## src/hw/rtl/assert_macros.svh

```systemverilog
// ----------------------------------------------------------------------------
// Assertion macros shared by the RTL
// ----------------------------------------------------------------------------
`ifndef ASSERT_MACROS_SVH
`define ASSERT_MACROS_SVH

// Check a property on every rising clock edge, disabled while reset is low.
`define ASSERT_CLK(lbl, clk, rst_n, prop, msg) \
    lbl: assert property (@(posedge clk) disable iff (!rst_n) prop) \
        else $error(msg);

// Check that a condition never holds on a rising clock edge outside reset.
`define ASSERT_NEVER(lbl, clk, rst_n, expr, msg) \
    lbl: assert property (@(posedge clk) disable iff (!rst_n) !(expr)) \
        else $error(msg);

`endif

```

## src/hw/rtl/hill_pkg.sv

```systemverilog
// ----------------------------------------------------------------------------
// hill_pkg
// Types, constants and modulo-26 helpers for the 2x2 Hill cipher core.
// ----------------------------------------------------------------------------
package hill_pkg;

    localparam int LETTER_W = 5;
    localparam int MODULUS  = 26;
    localparam int MOD_SQ   = MODULUS * MODULUS;

    localparam logic [LETTER_W-1:0] PAD_LETTER = 5'd25;

    // output FIFO depth; keep it an even power of two, the pointers wrap freely
    localparam int FIFO_DEPTH = 16;

    // floor(x * RECIP_26 >> RECIP_SHIFT) is floor(x / 26) or one less for x < 2048
    localparam int RECIP_26    = 315;
    localparam int RECIP_SHIFT = 13;

    typedef enum logic [2:0] {
        REG_KEY_R0C0 = 3'd0,
        REG_KEY_R0C1 = 3'd1,
        REG_KEY_R1C0 = 3'd2,
        REG_KEY_R1C1 = 3'd3,
        REG_MODE     = 3'd4
    } t_reg_idx;

    typedef struct packed {
        logic [LETTER_W-1:0] p0;
        logic [LETTER_W-1:0] p1;
        logic                last;
    } t_pair;

    typedef struct packed {
        logic [LETTER_W-1:0] m00;
        logic [LETTER_W-1:0] m01;
        logic [LETTER_W-1:0] m10;
        logic [LETTER_W-1:0] m11;
    } t_mat;

    typedef struct packed {
        logic [LETTER_W-1:0] letter;
        logic                last;
        logic                err;
    } t_entry;

    // Reduce a 5-bit value to 0..25.
    function automatic logic [LETTER_W-1:0] red26(input logic [LETTER_W-1:0] v);
        return (v >= 5'd26) ? 5'(v - 5'd26) : v;
    endfunction

    // Reduce an 11-bit value modulo 26 by reciprocal multiply and one correction.
    function automatic logic [LETTER_W-1:0] mod26(input logic [10:0] x);
        logic [19:0] prod;
        logic [6:0]  q;
        logic [10:0] r;
        prod = 20'(x) * 20'(RECIP_26);
        q    = prod[19:RECIP_SHIFT];
        r    = x - 11'(11'(q) * 11'(MODULUS));
        if (r >= 11'(MODULUS)) begin
            r = r - 11'(MODULUS);
        end
        return r[LETTER_W-1:0];
    endfunction

    // Product of two values in 0..25, reduced modulo 26.
    function automatic logic [LETTER_W-1:0] mulmod26(input logic [LETTER_W-1:0] a,
                                                     input logic [LETTER_W-1:0] b);
        return mod26(11'(10'(a) * 10'(b)));
    endfunction

    // Additive inverse modulo 26 of a value in 0..25.
    function automatic logic [LETTER_W-1:0] neg26(input logic [LETTER_W-1:0] v);
        return (v == '0) ? '0 : 5'(5'(MODULUS) - v);
    endfunction

    // Multiplicative inverse modulo 26; zero where none exists.
    function automatic logic [LETTER_W-1:0] inv26(input logic [LETTER_W-1:0] v);
        logic [LETTER_W-1:0] r;
        case (v)
            5'd1:    r = 5'd1;
            5'd3:    r = 5'd9;
            5'd5:    r = 5'd21;
            5'd7:    r = 5'd15;
            5'd9:    r = 5'd3;
            5'd11:   r = 5'd19;
            5'd15:   r = 5'd7;
            5'd17:   r = 5'd23;
            5'd19:   r = 5'd11;
            5'd21:   r = 5'd5;
            5'd23:   r = 5'd17;
            5'd25:   r = 5'd25;
            default: r = 5'd0;
        endcase
        return r;
    endfunction

endpackage

```

## src/hw/rtl/hill_cipher_2x2_mod26_core.sv

```systemverilog
// ----------------------------------------------------------------------------
// hill_cipher_2x2_mod26_core
// 2x2 Hill cipher over letters 0..25, encrypt with the key or decrypt with
// its inverse modulo 26.
// ----------------------------------------------------------------------------
// Usage:
//   s_axis carries one letter per request (tdata[4:0]), tlast marks the last
//   letter of a message. Letters are paired; the second letter of a pair, or
//   a lone last letter padded with 'z', releases two letters on m_axis
//   (tdata[4:0] letter, tlast on the final letter, tuser = key error).
//   The APB port holds the four key entries and the decrypt mode bit at
//   byte addresses 0, 4, 8, 12 and 16; registers are read back on prdata.
// Pipeline and throughput:
//   A completed pair runs through five register stages (pairing, key
//   products, determinant inverse, effective matrix, letter products) and
//   lands in the output FIFO, from which its first letter is offered on
//   m_axis. One letter is taken per cycle while s_axis_tready is high,
//   bounded by m_axis draining one letter per cycle.
// Stall and reset:
//   The output FIFO (FIFO_DEPTH entries) holds results while m_axis is
//   stalled; s_axis_tready drops once the FIFO plus pairs in flight leave
//   fewer than two free slots. Reset restores the identity key in encrypt
//   mode, drops any held letter and empties the FIFO.
// ----------------------------------------------------------------------------
module hill_cipher_2x2_mod26_core (
    input  logic        i_clk,
    input  logic        i_rst_n,
    // configuration
    input  logic        psel,
    input  logic        penable,
    input  logic        pwrite,
    input  logic [4:0]  paddr,
    input  logic [31:0] pwdata,
    output logic [31:0] prdata,
    output logic        pready,
    // letters in
    input  logic        s_axis_tvalid,
    output logic        s_axis_tready,
    input  logic [7:0]  s_axis_tdata,   // [4:0] letter_in, [7:5] zero
    input  logic        s_axis_tlast,   // last_in
    // letters out
    output logic        m_axis_tvalid,
    input  logic        m_axis_tready,
    output logic [7:0]  m_axis_tdata,   // [4:0] letter_out, [7:5] zero
    output logic        m_axis_tlast,   // last_out
    output logic        m_axis_tuser    // key_error
);

    `include "assert_macros.svh"

    localparam int PTR_W = $clog2(hill_pkg::FIFO_DEPTH);
    localparam int CNT_W = $clog2(hill_pkg::FIFO_DEPTH + 1);

    // ---------------------------------------------------------------- config
    logic [4:0] r_key00, r_key01, r_key10, r_key11;
    logic       r_mode;
    logic       cfg_wr;
    hill_pkg::t_reg_idx cfg_idx;

    assign pready  = 1'b1;
    assign cfg_wr  = psel & penable & pwrite & pready;
    assign cfg_idx = hill_pkg::t_reg_idx'(paddr[4:2]);

    always_ff @(posedge i_clk) begin
        if (!i_rst_n) begin
            r_key00 <= 5'd1;
            r_key01 <= 5'd0;
            r_key10 <= 5'd0;
            r_key11 <= 5'd1;
            r_mode  <= 1'b0;
        end else if (cfg_wr) begin
            case (cfg_idx)
                hill_pkg::REG_KEY_R0C0: r_key00 <= pwdata[4:0];
                hill_pkg::REG_KEY_R0C1: r_key01 <= pwdata[4:0];
                hill_pkg::REG_KEY_R1C0: r_key10 <= pwdata[4:0];
                hill_pkg::REG_KEY_R1C1: r_key11 <= pwdata[4:0];
                hill_pkg::REG_MODE:     r_mode  <= pwdata[0];
                default: ;
            endcase
        end
    end

    always_comb begin
        case (cfg_idx)
            hill_pkg::REG_KEY_R0C0: prdata = {27'd0, r_key00};
            hill_pkg::REG_KEY_R0C1: prdata = {27'd0, r_key01};
            hill_pkg::REG_KEY_R1C0: prdata = {27'd0, r_key10};
            hill_pkg::REG_KEY_R1C1: prdata = {27'd0, r_key11};
            hill_pkg::REG_MODE:     prdata = {31'd0, r_mode};
            default:                prdata = 32'd0;
        endcase
    end

    // --------------------------------------------------------------- pairing
    logic       in_acc;
    logic       pair_acc;
    logic [4:0] in_letter;
    logic       r_holding;
    logic [4:0] r_held;

    assign in_acc    = s_axis_tvalid & s_axis_tready;
    assign pair_acc  = in_acc & (r_holding | s_axis_tlast);
    assign in_letter = hill_pkg::red26(s_axis_tdata[4:0]);

    always_ff @(posedge i_clk) begin
        if (!i_rst_n) begin
            r_holding <= 1'b0;
        end else if (in_acc) begin
            r_holding <= !r_holding && !s_axis_tlast;
        end
    end

    always_ff @(posedge i_clk) begin
        if (in_acc && !r_holding) begin
            r_held <= in_letter;
        end
    end

    // -------------------------------------------------------------- pipeline
    logic                r_va, r_vb, r_vc, r_vd, r_ve;
    hill_pkg::t_pair     r_a_pair, r_b_pair, r_c_pair, r_d_pair;
    hill_pkg::t_mat      r_b_key, r_c_key, r_d_mat;
    logic [9:0]          r_b_ad, r_b_bc;
    logic                r_b_mode, r_c_mode;
    logic [4:0]          r_c_dinv;
    logic                r_c_err, r_d_err, r_e_err;
    logic [10:0]         r_e_s0, r_e_s1;
    logic                r_e_last;
    logic [4:0]          c_det;
    logic [4:0]          c_dinv;
    hill_pkg::t_mat      d_mat;

    always_ff @(posedge i_clk) begin
        if (!i_rst_n) begin
            r_va <= 1'b0;
            r_vb <= 1'b0;
            r_vc <= 1'b0;
            r_vd <= 1'b0;
            r_ve <= 1'b0;
        end else begin
            r_va <= pair_acc;
            r_vb <= r_va;
            r_vc <= r_vb;
            r_vd <= r_vc;
            r_ve <= r_vd;
        end
    end

    // stage A: complete pair, pad a lone last letter
    always_ff @(posedge i_clk) begin
        r_a_pair.p0   <= r_holding ? r_held : in_letter;
        r_a_pair.p1   <= r_holding ? in_letter : hill_pkg::PAD_LETTER;
        r_a_pair.last <= s_axis_tlast;
    end

    // stage B: sample the key, form the determinant products
    always_ff @(posedge i_clk) begin
        r_b_pair    <= r_a_pair;
        r_b_key.m00 <= hill_pkg::red26(r_key00);
        r_b_key.m01 <= hill_pkg::red26(r_key01);
        r_b_key.m10 <= hill_pkg::red26(r_key10);
        r_b_key.m11 <= hill_pkg::red26(r_key11);
        r_b_ad      <= 10'(hill_pkg::red26(r_key00)) * 10'(hill_pkg::red26(r_key11));
        r_b_bc      <= 10'(hill_pkg::red26(r_key01)) * 10'(hill_pkg::red26(r_key10));
        r_b_mode    <= r_mode;
    end

    // stage C: determinant modulo 26 and its inverse
    assign c_det  = hill_pkg::mod26(11'(r_b_ad) + 11'(hill_pkg::MOD_SQ) - 11'(r_b_bc));
    assign c_dinv = hill_pkg::inv26(c_det);

    always_ff @(posedge i_clk) begin
        r_c_pair <= r_b_pair;
        r_c_key  <= r_b_key;
        r_c_dinv <= c_dinv;
        r_c_err  <= r_b_mode && (c_dinv == '0);
        r_c_mode <= r_b_mode;
    end

    // stage D: in decrypt mode the key is the adjugate scaled by the determinant inverse, else the key passes through
    always_comb begin
        if (r_c_mode) begin
            d_mat.m00 = hill_pkg::mulmod26(r_c_key.m11, r_c_dinv);
            d_mat.m01 = hill_pkg::mulmod26(hill_pkg::neg26(r_c_key.m01), r_c_dinv);
            d_mat.m10 = hill_pkg::mulmod26(hill_pkg::neg26(r_c_key.m10), r_c_dinv);
            d_mat.m11 = hill_pkg::mulmod26(r_c_key.m00, r_c_dinv);
        end else begin
            d_mat = r_c_key;
        end
    end

    always_ff @(posedge i_clk) begin
        r_d_pair <= r_c_pair;
        r_d_mat  <= d_mat;
        r_d_err  <= r_c_err;
    end

    // stage E: matrix times pair, unreduced
    always_ff @(posedge i_clk) begin
        r_e_s0   <= 11'(10'(r_d_mat.m00) * 10'(r_d_pair.p0))
                  + 11'(10'(r_d_mat.m01) * 10'(r_d_pair.p1));
        r_e_s1   <= 11'(10'(r_d_mat.m10) * 10'(r_d_pair.p0))
                  + 11'(10'(r_d_mat.m11) * 10'(r_d_pair.p1));
        r_e_last <= r_d_pair.last;
        r_e_err  <= r_d_err;
    end

    // ------------------------------------------------------------ output FIFO
    hill_pkg::t_entry   r_fifo [hill_pkg::FIFO_DEPTH];
    hill_pkg::t_entry   push0, push1;
    logic [PTR_W-1:0]   r_wr_ptr, r_rd_ptr;
    logic [CNT_W-1:0]   r_count, r_used;
    logic [CNT_W-1:0]   n_count, n_used;
    logic               pop;

    always_comb begin
        push0.letter = r_e_err ? '0 : hill_pkg::mod26(r_e_s0);
        push0.last   = 1'b0;
        push0.err    = r_e_err;
        push1.letter = r_e_err ? '0 : hill_pkg::mod26(r_e_s1);
        push1.last   = r_e_last;
        push1.err    = r_e_err;
    end

    always_ff @(posedge i_clk) begin
        if (r_ve) begin
            r_fifo[r_wr_ptr]                <= push0;
            r_fifo[r_wr_ptr + PTR_W'(1)]    <= push1;
        end
    end

    assign pop = m_axis_tvalid & m_axis_tready;

    // used counts stored entries plus two slots reserved for each pair in flight
    always_comb begin
        n_count = r_count + (r_ve ? CNT_W'(2) : '0) - (pop ? CNT_W'(1) : '0);
        n_used  = r_used + (pair_acc ? CNT_W'(2) : '0) - (pop ? CNT_W'(1) : '0);
    end

    always_ff @(posedge i_clk) begin
        if (!i_rst_n) begin
            r_wr_ptr <= '0;
            r_rd_ptr <= '0;
            r_count  <= '0;
            r_used   <= '0;
        end else begin
            if (r_ve) begin
                r_wr_ptr <= r_wr_ptr + PTR_W'(2);
            end
            if (pop) begin
                r_rd_ptr <= r_rd_ptr + PTR_W'(1);
            end
            r_count <= n_count;
            r_used  <= n_used;
        end
    end

    assign s_axis_tready = (r_used <= CNT_W'(hill_pkg::FIFO_DEPTH - 2));
    assign m_axis_tvalid = (r_count != '0);
    assign m_axis_tdata  = {3'd0, r_fifo[r_rd_ptr].letter};
    assign m_axis_tlast  = r_fifo[r_rd_ptr].last;
    assign m_axis_tuser  = r_fifo[r_rd_ptr].err;

    // ------------------------------------------------------------- assertions
    logic [2:0]       inflight;
    logic [CNT_W-1:0] reserved;

    assign inflight = 3'(r_va) + 3'(r_vb) + 3'(r_vc) + 3'(r_vd) + 3'(r_ve);
    assign reserved = CNT_W'({inflight, 1'b0});

    `ASSERT_CLK(a_credit_balance, i_clk, i_rst_n,
        r_used == r_count + reserved, "credit count disagrees with FIFO and pipeline")
    `ASSERT_CLK(a_push_room, i_clk, i_rst_n,
        r_ve |-> r_count <= CNT_W'(hill_pkg::FIFO_DEPTH - 2), "pair pushed into a full FIFO")
    `ASSERT_NEVER(a_no_overbook, i_clk, i_rst_n,
        r_used > CNT_W'(hill_pkg::FIFO_DEPTH), "more FIFO slots reserved than exist")
    `ASSERT_CLK(a_last_clears_hold, i_clk, i_rst_n,
        in_acc && s_axis_tlast |=> !r_holding, "letter still held after a last letter")

endmodule
```

## config.mk

```make
export PLATFORM = sky130hd
export DESIGN_NAME = hill_cipher_2x2_mod26_core
export DESIGN_NICKNAME = d
export VERILOG_FILES = /design/src/hw/rtl/hill_pkg.sv /design/src/hw/rtl/hill_cipher_2x2_mod26_core.sv
export VERILOG_INCLUDE_DIRS = /design/src /design/src/hw/rtl
export SDC_FILE = /design/constraint.sdc
export NUM_CORES = 1
export LEC_CHECK = 0
export BUFFER_PORTS_ARGS = -buffer_cell sky130_fd_sc_hd__buf_4
export CAP_MARGIN = 20
export CELL_PAD_IN_SITES_DETAIL_PLACEMENT = 1
export CELL_PAD_IN_SITES_GLOBAL_PLACEMENT = 1
export CORE_MARGIN = 1
export CORE_UTILIZATION = 47
export DETAILED_ROUTE_END_ITERATION = 8
export PLACE_DENSITY_LB_ADDON = 0.3
export SETUP_SLACK_MARGIN = 0.4
export SLEW_MARGIN = 20
export SYNTH_ARGS = -nofsm -noshare
export SYNTH_HDL_FRONTEND = slang
export SYNTH_SLANG_ARGS = --single-unit
```

## constraint.sdc

```tcl
create_clock -name i_clk -period 11.3 [get_ports i_clk]
set_input_delay 1.13 -clock i_clk [delete_from_list [all_inputs] [get_ports i_clk]]
set_output_delay 1.13 -clock i_clk [all_outputs]
set_load 0.01 [all_outputs]
```

# Yosys cells after proc, flatten, opt, wreduce, memory -nomap -nowiden
# Memory sizes are Yosys's and may differ from the RTL's. A register that Yosys moved wholly into a read port is not among the register bits.
# Index checks and enable logic that the tools add are counted.
# op_classes
n_eq_ne	4
reduce_logical	15
add_sub_neg	32
multipliers	24
order_cmp	13
muxes	26
n_bitwise	6
# ops
cell	count
5-bit by 5-bit multiplier with 10-bit output	10
5-bit 2-to-1 mux	17
11-bit by 5-bit >= comparator with 1-bit output, second input constant	7
10-bit by 9-bit multiplier with 19-bit output, second input constant	4
11-bit by 9-bit multiplier with 20-bit output, second input constant	3
5-bit subtractor, second input constant	12
10-bit by 11-bit subtractor with 11-bit output	4
6-bit by 4-bit multiplier with 10-bit output, second input constant	4
11-bit subtractor	3
7-bit by 4-bit multiplier with 10-bit output, second input constant	3
5-bit >= comparator, second input constant	5
5-bit case mux with 5 select lines	1
10-bit by 10-bit adder with 11-bit output	2
20-bit 2-to-1 mux	1
5-bit zero test	3
10-bit by 10-bit adder with 11-bit output, second input constant	1
11-bit by 10-bit subtractor with 11-bit output	1
5-bit by 2-bit adder with 5-bit output	2
2-bit AND reduction	5
5-bit subtractor, first input constant	2
4-bit by 1-bit adder with 4-bit output, second input constant	2
4-bit 2-to-1 mux	2
3-bit by 2-bit equality test with 1-bit output, second input constant	2
1-bit bitwise AND	5
other kinds (13)	19
# totals
output_inout_bits	45
input_bits	53
memories	2
ff_bits	207
ram_bits	112
mem_bits_ro	160
# memory_table
name	depth	word_bits	read_ports	rd_ports_with_merged_regs	wr	line_no	text
(no name shown)	32	5	1	0	0	hill_pkg.sv:80	case (v)
r_fifo	16	7	1	1	2	hill_cipher_2x2_mod26_core.sv:209	hill_pkg::t_entry r_fifo [hill_pkg::FIFO_DEPTH];

# Longest topological paths before layout
# Gate-level depths: netlist of run 1.
# An unclocked memory read counts as a cell.
# logic_depth
word_depth	10
mapped_depth	52
mapped_depth_nobuf	52

# Least setup slack after synthesis of run 1
# Ideal clock, no wire load.
# synth_timing
kind	reg2reg
start	register r_c_key[10] in the netlist's numbering
end	register r_d_mat[11] in the netlist's numbering
setup_slack_ps	-93
synth_period_minus_slack_ps	11393
stages_incl_launch_ff	51
arrival_time_ps	11272
t_required_ps	11179
cell_sequence	dfxtp_1 > inv_1 > ha_1 > or3b_2 > nand3_1 > o21ai_0 > nand2_1 > fa_1 > fa_1 > fa_1 > inv_1 > ha_1 > a211o_1 > a2111oi_0 > nand3b_1 > buf_2 > inv_1 > nor2_1 > (+15 left out) > xor2_1 > fa_1 > inv_1 > ha_1 > a21o_1 > a21oi_1 > o21bai_1 > a21oi_1 > xor2_1 > ha_1 > inv_1 > a21oi_1 > o32ai_1 > o311ai_0 > nor3_1 > nand4_1 > xnor2_1 > mux2_2
# synth_lines
element	line_no	text
from (decl)	hill_cipher_2x2_mod26_core.sv:122	hill_pkg::t_mat r_b_key, r_c_key, r_d_mat;
from (signal assigned)	hill_cipher_2x2_mod26_core.sv:174	r_c_key <= r_b_key;
to (signal assigned)	hill_cipher_2x2_mod26_core.sv:194	r_d_mat <= d_mat;
to (decl)	hill_cipher_2x2_mod26_core.sv:122	

==> impl_metrics.ini, run 1 <==
[run_status]
status = complete, but fails checks
violations = design-rule violations

[critical_path]
worstSetupEndpointType = flop
crit_family = adder cells
required_ps = 11750
slowest_delay_ps = 570
cpMostUsedCell = fa_1
start_kind = flop
crit_type = reg -> reg
cp_max_fo = 5
cpMaxStageDelayCell = fa_1
path_buf_inv = 10
arrival_ps = 11430

[grt]
grtUsageMet3_pct = 1.75
grt_busiest_layer = met2
grt_max_degree = 38
met2_usage_pct = 42.8
gr-usage-met1_pct = 26.6
grt_pass1_vias = 29200
grt-ovfl-total = 0
grt_pass1_wl_um = 145000
antenna_found_initial = 0
track_usage_pct = 22.4

[detailed_routing]
vias = 26300
ant_nets = 0
post_drt_via_cell_ratio = 5.20
detail_route.iter0.violations = 712
firstDrtPassIters = 6
drc_errors = 1
routed_wl_um = 87600
drt-wirelength-per-cell_um = 17.3

[logic_synthesis]
synth-seq-cells = 306
yosysSeqAreaShare_pct = 19.5
postSynthCellCount = 3801
synth_adder_area_share_pct = 43.1
ys_warn_count = 0
syn_area_per_cell_um2 = 9.64
synth_largest_area_cell = ha_1
synth_edf_count = 101
synth_cell_type_count = 97
synthArstFlopShare_pct = 0
yosys.area_share.simple_pct = 9.97
synth_compound_area_share_pct = 9.59
yosys-top-cells-area = ha_1, fa_1, dfxtp_1
synth_xor_area_share_pct = 4.73
syn_area_um2 = 36600
synth_top_flop_cell = dfxtp_1
synth_top_family_by_area = adder cells
muxShareOfSynthArea_pct = 3.46
synth_top_area_share_pct = 23.9

[floorplanning]
io_pins = 98
die_area_um2 = 79100
num_rows = 102
die_w_um = 281
start_util_pct = 47.4
core_um2 = 77300
dieHeight_um = 281

[timing]
period_needed_ps = 10980
final_hold_viol_count = 0
drv_slew = 0
fin_crit_sh_pct = 97.1
slew_headroom_pct = 32.8
whs_ps = 327
worst_pin_slew_ps = 1010
fmax_mhz = 91.1
setup_viol = 0
fin_worst_skew_ps = 25.1
rsz0062_at_grt = yes

[cells_and_area]
syn_to_final_growth_pct = 13.1
final_net_count = 5099
num_antenna_cells = 0
final_layout_size_suffix_gt1_share_pct = 13.0
fillers = 8692

[pwr]
p_total_mw = 8.39
leakage_nw = 21.2
ir_drop_v = 0.000341
power_density_nw_per_um2 = 203

[placement]
gp_congestion = 0.803
port_buffers = 34
dp_hpwl_um = 69100

[clock_network]
clk_pin_slew_ps = 60
clock-sinks = 306
cts_tree = done
cts_root_buf = clkbuf_16
clock_latency_ps = 600
clock_path_buffers = 3
postCtsHoldBufs = 0
htreeDepth = 1
numCtsBuffers = 31

[run]
cap_violations = 0

[worst_hold_path]
hp-class = reg -> reg
[area by class of cell]
cell class | instances | area (um2) | share of cell area (%)
flip-flops and latches | 306 | 7150 | 17.3
multi-input cells | 2613 | 27100 | 65.4
clock buffers | 39 | 836 | 2.02
inverters | 834 | 3130 | 7.57
repair buffers | 211 | 1630 | 3.94
clock inverters | 19 | 277 | 0.668
well taps | 1040 | 1300 | 3.14
[cell usage in the layout (no fill, tap or decap), types with 101 or more instances in the layout]
cell,count
a21oi_1,139
and2_1,149
buf_4,199
dfxtp_1,198
edfxtp_1,101
fa_1,347
ha_1,665
inv_1,810
nand2_1,204
nor2_1,134
xnor2_1,116
[path summary, 6_finish.rpt]
kind	startpoint	end	slack [ps]	cells past startpoint
min	r_c_pair[1]$_DFF_P_	r_d_pair[1]$_DFF_P_	330	0
max reg2reg	r_c_key[6]$_DFF_P_	r_d_mat[6]$_DFF_P_	320	49
max	r_c_key[6]$_DFF_P_	r_d_mat[6]$_DFF_P_	320	49
min reg2reg	r_c_pair[1]$_DFF_P_	r_d_pair[1]$_DFF_P_	330	0
[state kept, by name, summed over array words and instances, names as in the netlist, 3 cells and up, named ones only]
signal    flops
r_fifo       96
r_b_key      20
r_c_key      20
r_d_mat      20
r_a_pair     11
r_b_pair     11
r_c_pair     11
r_d_pair     11
r_e_s0       11
r_e_s1       11
r_b_ad       10
r_b_bc       10
r_c_dinv      5
r_count       5
r_held        5
r_key00       5
r_key01       5
r_key10       5
r_key11       5
r_used        5
r_rd_ptr      4
r_wr_ptr      3
[worst reg2reg max path: cells and delay by family (launching register included)]
family | cells | cell delay, ps
and+or+nand+nor | 14 | 2410
DFF | 1 | 340
AOI/OAI and AO/OA | 12 | 2230
adders and majority gates | 12 | 4710
buffers and inverters | 10 | 960
xor gates and xnor gates | 1 | 170
[per-layer routing]
metal,up-vias,routed length [um]
met2,267,47100
met5,-,0
li1,12800,-
met1,13100,36500
met4,0,2170
met3,135,1800
[synth_stat cells (4+ instances only)]
master / count
a2111o_1: 6
a2111oi_0: 10
a211oi_1: 4
a21boi_1: 6
a21o_1: 56
a21oi_1: 158
a22oi_1: 4
a31oi_1: 16
and2_1: 153
and3_1: 13
and4_1: 4
buf_1: 5
buf_4: 33
clkbuf_1: 36
dfxtp_1: 205
edfxtp_1: 101
fa_1: 350
ha_1: 699
inv_1: 830
mux2_2: 16
mux2i_1: 32
mux4_2: 34
nand2_1: 210
nand2b_1: 18
nand3_1: 35
nand4_1: 11
nor2_1: 148
nor2b_1: 43
nor3_1: 38
nor4_1: 6
o2111a_1: 4
o211a_1: 5
o211ai_1: 7
o21a_1: 28
o21ai_0: 80
o21ai_1: 5
o21bai_1: 44
o22ai_1: 8
o31ai_1: 28
or2_2: 6
or3_1: 16
or4_1: 8
xnor2_1: 130
xor2_1: 59
[metrics by stage]
stage | instance area (um2) | util (%) | setup WS, ps | setup TNS (ps) | std cells
floorplan | 36800 | - | 404 | 0 | 3830
global placement | 38800 | 50.1 | -9.91 | -9.91 | 4939
detailed placement | 38800 | 50.2 | -304 | -1290 | 4941
CTS | 40600 | 52.5 | 171 | 0 | 5027
global route | 41400 | 53.6 | -116 | -296 | 5062
finish | 41400 | 53.6 | 323 | 0 | 5062
[where the power goes]
group          switching [mW]  leakage [nW]  internal, mW  total (mW)
Combinational            3.27          18.1          2.33        5.60
Clock                   0.455         0.543         0.666        1.12
Sequential             0.0975          2.58          1.57        1.67
[timing repair]
item,in CTS,in global routing
setup endpoints to repair,16,22
hold endpoints to repair,0,0
buffers inserted,28,34
pin swaps,92,117
resized for setup,100,109
[logic make-up after synthesis]
logic type,Yosys count
buffers and inverters,911
adders and majority gates,1051
and+or+nand+nor,730
DFF,306
other,2
AOI/OAI and AO/OA,527
xor gates and xnor gates,192
muxes,82
(Power assumes the default switching activity.)
==> inputs of run 2 (changes only) <==
==> constraint.sdc (replaced) <==
create_clock -name i_clk -period 11.3 [get_ports i_clk]
set_input_delay 1.695 -clock i_clk [delete_from_list [all_inputs] [get_ports i_clk]]
set_output_delay 1.695 -clock i_clk [all_outputs]
set_load 0.01 [all_outputs]
==> run 2 against run 1 <==
- the run still ends with design-rule violations left
- combinational power shrank 1%
- largest cell class unchanged
- clock power about the same
- non-clock buffer count shrank 5
- critical path type unchanged
- hold slack got worse by 6.2 ps
- cell count barely moved
- critical endpoint is now r_d_mat[11]$_DFF_P_
- critical path depth increased by 2
- highest routed layer unchanged
- flip-flop and latch count stayed put
==> impl_metrics.ini, run 2 (same netlist as run 1, synthesis figures left out) <==
[cells_and_area]
syn_to_final_growth_pct = 13.6
largest-register = r_fifo
final_layout_size_suffix_gt1_share_pct = 13.4
largest_register_ffs = 96
mostFrequentLayoutCell = inv_1
fin_area_um2 = 41600
layout_common_cells = inv_1, ha_1, fa_1
final_net_count = 5099
utilization_pct = 53.8
num_antenna_cells = 0

[placement]
gp_congestion = 0.804
port_buffers = 34
place_ws_ps = -220
dp_hpwl_um = 68500
dpl-instance-area_um2 = 38800

[grt]
antenna_found_initial = 0
grt_max_degree = 38
track_usage_pct = 21.9
grt_pass1_wl_um = 142000
grt_pass1_vias = 29100
grt-ovfl-total = 0

[critical_path]
cpMaxStageDelayCell = fa_1
cpMostUsedCell = fa_1
r2r-start = r_c_key[11]$_DFF_P_
cp_max_fo = 4
required_ps = 11720
rr_worst_depth = 51
rr_endpoint = r_d_mat[11]$_DFF_P_
start_kind = flop
crit_type = reg -> reg
critPathCapture = r_d_mat[11]$_DFF_P_
reg2reg_slack_ps = 350
slowest_delay_ps = 580
worstSetupEndpointType = flop
arrival_ps = 11380
worstSetupStartpoint = r_c_key[11]$_DFF_P_

[run_status]
status = complete, but fails checks
violations = design-rule violations

[floorplanning]
start_util_pct = 47.4
io_pins = 98
die_w_um = 281
die_area_um2 = 79100
core_um2 = 77300
num_rows = 102
dieHeight_um = 281

[detailed_routing]
drt-wirelength-per-cell_um = 16.9
ant_nets = 0
vias = 26300
drc_errors = 1
routed_wl_um = 85400
post_drt_via_cell_ratio = 5.20
detail_route.iter0.violations = 700
firstDrtPassIters = 7

[timing]
rsz0062_at_grt = yes
slew_headroom_pct = 32.0
fin_worst_skew_ps = 20.2
final_hold_viol_count = 0
fin_crit_sh_pct = 96.9
setup_viol = 0
period_needed_ps = 10950
timing.final.ws_setup_ps = 347
fmax_mhz = 91.3
worst_pin_slew_ps = 1020
drv_slew = 0

[clock_network]
postCtsHoldBufs = 0
htreeDepth = 2
clock_path_buffers = 3
clock_latency_ps = 550
numCtsBuffers = 36
clock-sinks = 306
cts_root_buf = clkbuf_16
cts_tree = done
clk_pin_slew_ps = 60

[pwr]
sw_frac_of_total_pct = 45.6
ir_drop_v = 0.000268
p_clk_share_pct = 13.8
power_frac_comb_pct = 66.2
p_int_mw = 4.55
p_sw_mw = 3.82
p_total_mw = 8.36
power_density_nw_per_um2 = 201
pwr-share-seq_pct = 20.1
leakage_nw = 21.3

[worst_hold_path]
hp-class = reg -> reg

[run]
cap_violations = 0
-- run 2: through the flow --
step,hold slack (ps),setup TNS [ps],std cells
2_1_floorplan,310,0,3830
3_3_place_gp,310,-38.6,4938
3_5_place_dp,313,-1260,4938
4_1_cts,316,0,5027
5_1_grt,331,-699,5065
6_report,321,0,5065
-- run 2: layer usage --
metal	track usage, %	vias up	wire length [um]
li1	-	12800	-
met1	26.5	13100	36600
met2	41.5	253	45500
met3	1.72	111	1480
met4	5.16	0	1870
met5	0	-	0
-- run 2: power groups by stage --
stage	Sequential [mW]	Combinational, mW	Clock (mW)
after floorplan	1.63	4.08	0
after global placement	1.70	5.16	0
after detailed placement	1.71	5.39	0
after CTS	1.68	5.50	1.18
after global routing	1.69	6.36	1.21
final	1.68	5.53	1.15
-- run 2: worst min-delay path by stage --
stage,slack (ps),endpoint,cells past startpoint,startpoint
global route,330,r_b_pair[10]$_DFF_P_,0,r_a_pair[10]$_DFF_P_
global placement,310,r_d_pair[0]$_DFF_P_,0,r_c_pair[0]$_DFF_P_
CTS,320,r_b_pair[10]$_DFF_P_,0,r_a_pair[10]$_DFF_P_
floorplan,310,r_b_pair[0]$_DFF_P_,0,r_a_pair[0]$_DFF_P_
finish,320,r_b_pair[10]$_DFF_P_,0,r_a_pair[10]$_DFF_P_
detailed placement,310,r_c_key[3]$_DFF_P_,0,r_b_key[3]$_DFF_P_
-- run 2: timing repair --
item / in CTS / in global routing
resized for setup: 117 / 120
buffers inserted: 23 / 38
setup endpoints to repair: 16 / 18
pin swaps: 95 / 103
-- run 2: layout make-up --
cell class	instances	area, um2
multi-input cells	2613	27200
clock inverters	23	229
clock buffers	43	967
repair buffers	206	1610
well taps	1040	1300
inverters	834	3140
fillers	8756	35700
flip-flops and latches	306	7150
-- run 2: critical path: cells and delay by family (launching register included) --
kind / cells / cell delay [ps]
flops: 1 / 320
buf+inv: 10 / 800
simple gates: 13 / 1950
compound gates: 11 / 1970
fa+ha+maj: 13 / 4880
xor+xnor: 3 / 640
mux: 1 / 260
==> inputs of run 3 (changes only) <==
- CELL_PAD_IN_SITES_DETAIL_PLACEMENT: 1 -> 0
- CELL_PAD_IN_SITES_GLOBAL_PLACEMENT: 1 -> 2
- CORE_UTILIZATION: 47 -> 38
==> run 3 against run 2 <==
- the run now ends clean
- sequential share of layout area about the same
- sequential power is essentially flat
- core utilization is 10 points lower
- count of clock-buffer cells in the layout increased by 2
- largest cell class unchanged
==> impl_metrics.ini, run 3 (same netlist as run 1, synthesis figures left out) <==
[floorplanning]
die_w_um = 312
dieHeight_um = 312
num_rows = 113
die_area_um2 = 97700
start_util_pct = 38.4
core_um2 = 95300
io_pins = 98

[critical_path]
start_kind = flop
cpMaxStageDelayCell = fa_1
path_buf_inv = 12
worstSetupEndpointType = flop
crit_family = adder cells
required_ps = 11770
arrival_ps = 11230
cp_max_fo = 4
crit_type = reg -> reg
slowest_delay_ps = 550

[clock_network]
cts_root_buf = clkbuf_16
htreeDepth = 2
clock_latency_ps = 550
clock-sinks = 306
cts_tree = done
numCtsBuffers = 36
clock_path_buffers = 3
postCtsHoldBufs = 0
clk_pin_slew_ps = 70

[cells_and_area]
largest_register_ffs = 96
layout_common_cells = inv_1, ha_1, fa_1
final_layout_size_suffix_gt1_share_pct = 12.8
largest-register = r_fifo
num_antenna_cells = 0
syn_to_final_growth_pct = 13.9
fillers = 9392
final_net_count = 5101
mostFrequentLayoutCell = inv_1
utilization_pct = 43.8

[pwr]
power_density_nw_per_um2 = 196
leakage_nw = 21.3
ir_drop_v = 0.000190

[detailed_routing]
drc_errors = 0
drt-wirelength-per-cell_um = 14.1
vias = 24800
detail_route.iter0.violations = 772
routed_wl_um = 74600
ant_nets = 0
firstDrtPassIters = 5
post_drt_via_cell_ratio = 4.69

[timing]
worst_pin_slew_ps = 952
fin_worst_skew_ps = 17.7
slew_headroom_pct = 36.0
drv_slew = 0
setup_viol = 0
timing.final.ws_setup_ps = 539
fin_crit_sh_pct = 95.2
period_needed_ps = 10760
rsz0062_at_grt = yes
fmax_mhz = 92.9
final_hold_viol_count = 0

[grt]
antenna_found_initial = 0
track_usage_pct = 15.6
grt-ovfl-total = 0
grt_pass1_vias = 25400
grt_max_degree = 38
grt_pass1_wl_um = 126000

[placement]
gp_congestion = 0.780
dp_hpwl_um = 62100
place_ws_ps = -120
port_buffers = 34

[run]
cap_violations = 0

[worst_hold_path]
hp-class = reg -> reg

[run_status]
status = complete, no violations
-- run 3: cell types whose count changed in the layout (fill, tap and decap cells not counted), moves of 3 or more --
| cell | previous run | this run |
|---|---|---|
| buf_4 | 193 | 198 |
| clkbuf_8 | 4 | 0 |
| o21ai_0 | 69 | 72 |
| ha_1 | 664 | 670 |
| inv_4 | 4 | 1 |
| inv_1 | 804 | 808 |
| ha_4 | 35 | 29 |
| clkbuf_1 | 3 | 7 |
-- run 3: timing repair --
item / CTS / global route
setup endpoints to repair: 14 / 17
pin swaps: 66 / 122
gates resized for setup: 92 / 108
setup buffers: 13 / 32
-- run 3: worst paths after layout --
| check | cells past startpoint | from | to | slack [ps] |
|---|---|---|---|---|
| worst max-delay path | 56 | r_c_key[10]$_DFF_P_ | r_d_mat[14]$_DFF_P_ | 540 |
| worst min-delay path | 0 | r_b_key[0]$_DFF_P_ | r_c_key[0]$_DFF_P_ | 320 |
| worst max register to register | 56 | r_c_key[10]$_DFF_P_ | r_d_mat[14]$_DFF_P_ | 540 |
| worst min register to register | 0 | r_b_key[0]$_DFF_P_ | r_c_key[0]$_DFF_P_ | 320 |
-- run 3: per-layer routing --
metal  GRT usage [%]  up-vias  wire [um]
met5               0        -          0
met4            2.63        0        963
met3            1.21       53       1210
met2            27.5      155      36500
met1            21.1    11800      36000
li1                -    12800          -
-- run 3: per-stage QoR --
| step | instance area, um2 | power [mW] | TNS, ps | instances | hold slack [ps] |
|---|---|---|---|---|---|
| after floorplan | 36800 | 5.71 | 0 | 3830 | 310 |
| after global placement | 39200 | 6.97 | -346 | 5181 | 310 |
| after detailed placement | 39200 | 6.99 | -350 | 5181 | 312 |
| after CTS | 41000 | 8.27 | 0 | 5259 | 324 |
| after global routing | 41700 | 9.14 | -6.33 | 5291 | 331 |
| final | 41700 | 8.17 | 0 | 5291 | 322 |
-- run 3: layout make-up --
| cell class | count | area (um2) | share of cell area [%] |
|---|---|---|---|
| clock inverters | 20 | 250 | 0.600 |
| flip-flops and latches | 306 | 7150 | 17.1 |
| multi-input cells | 2613 | 27000 | 64.7 |
| clock buffers | 45 | 977 | 2.34 |
| inverters | 834 | 3140 | 7.52 |
| repair buffers | 208 | 1610 | 3.86 |
| well taps | 1265 | 1580 | 3.79 |
-- run 3: where the power goes --
group          switching, mW  internal, mW  total [mW]
registers             0.0942          1.57        1.67
logic                   3.06          2.25        5.31
clock network          0.475         0.715        1.19
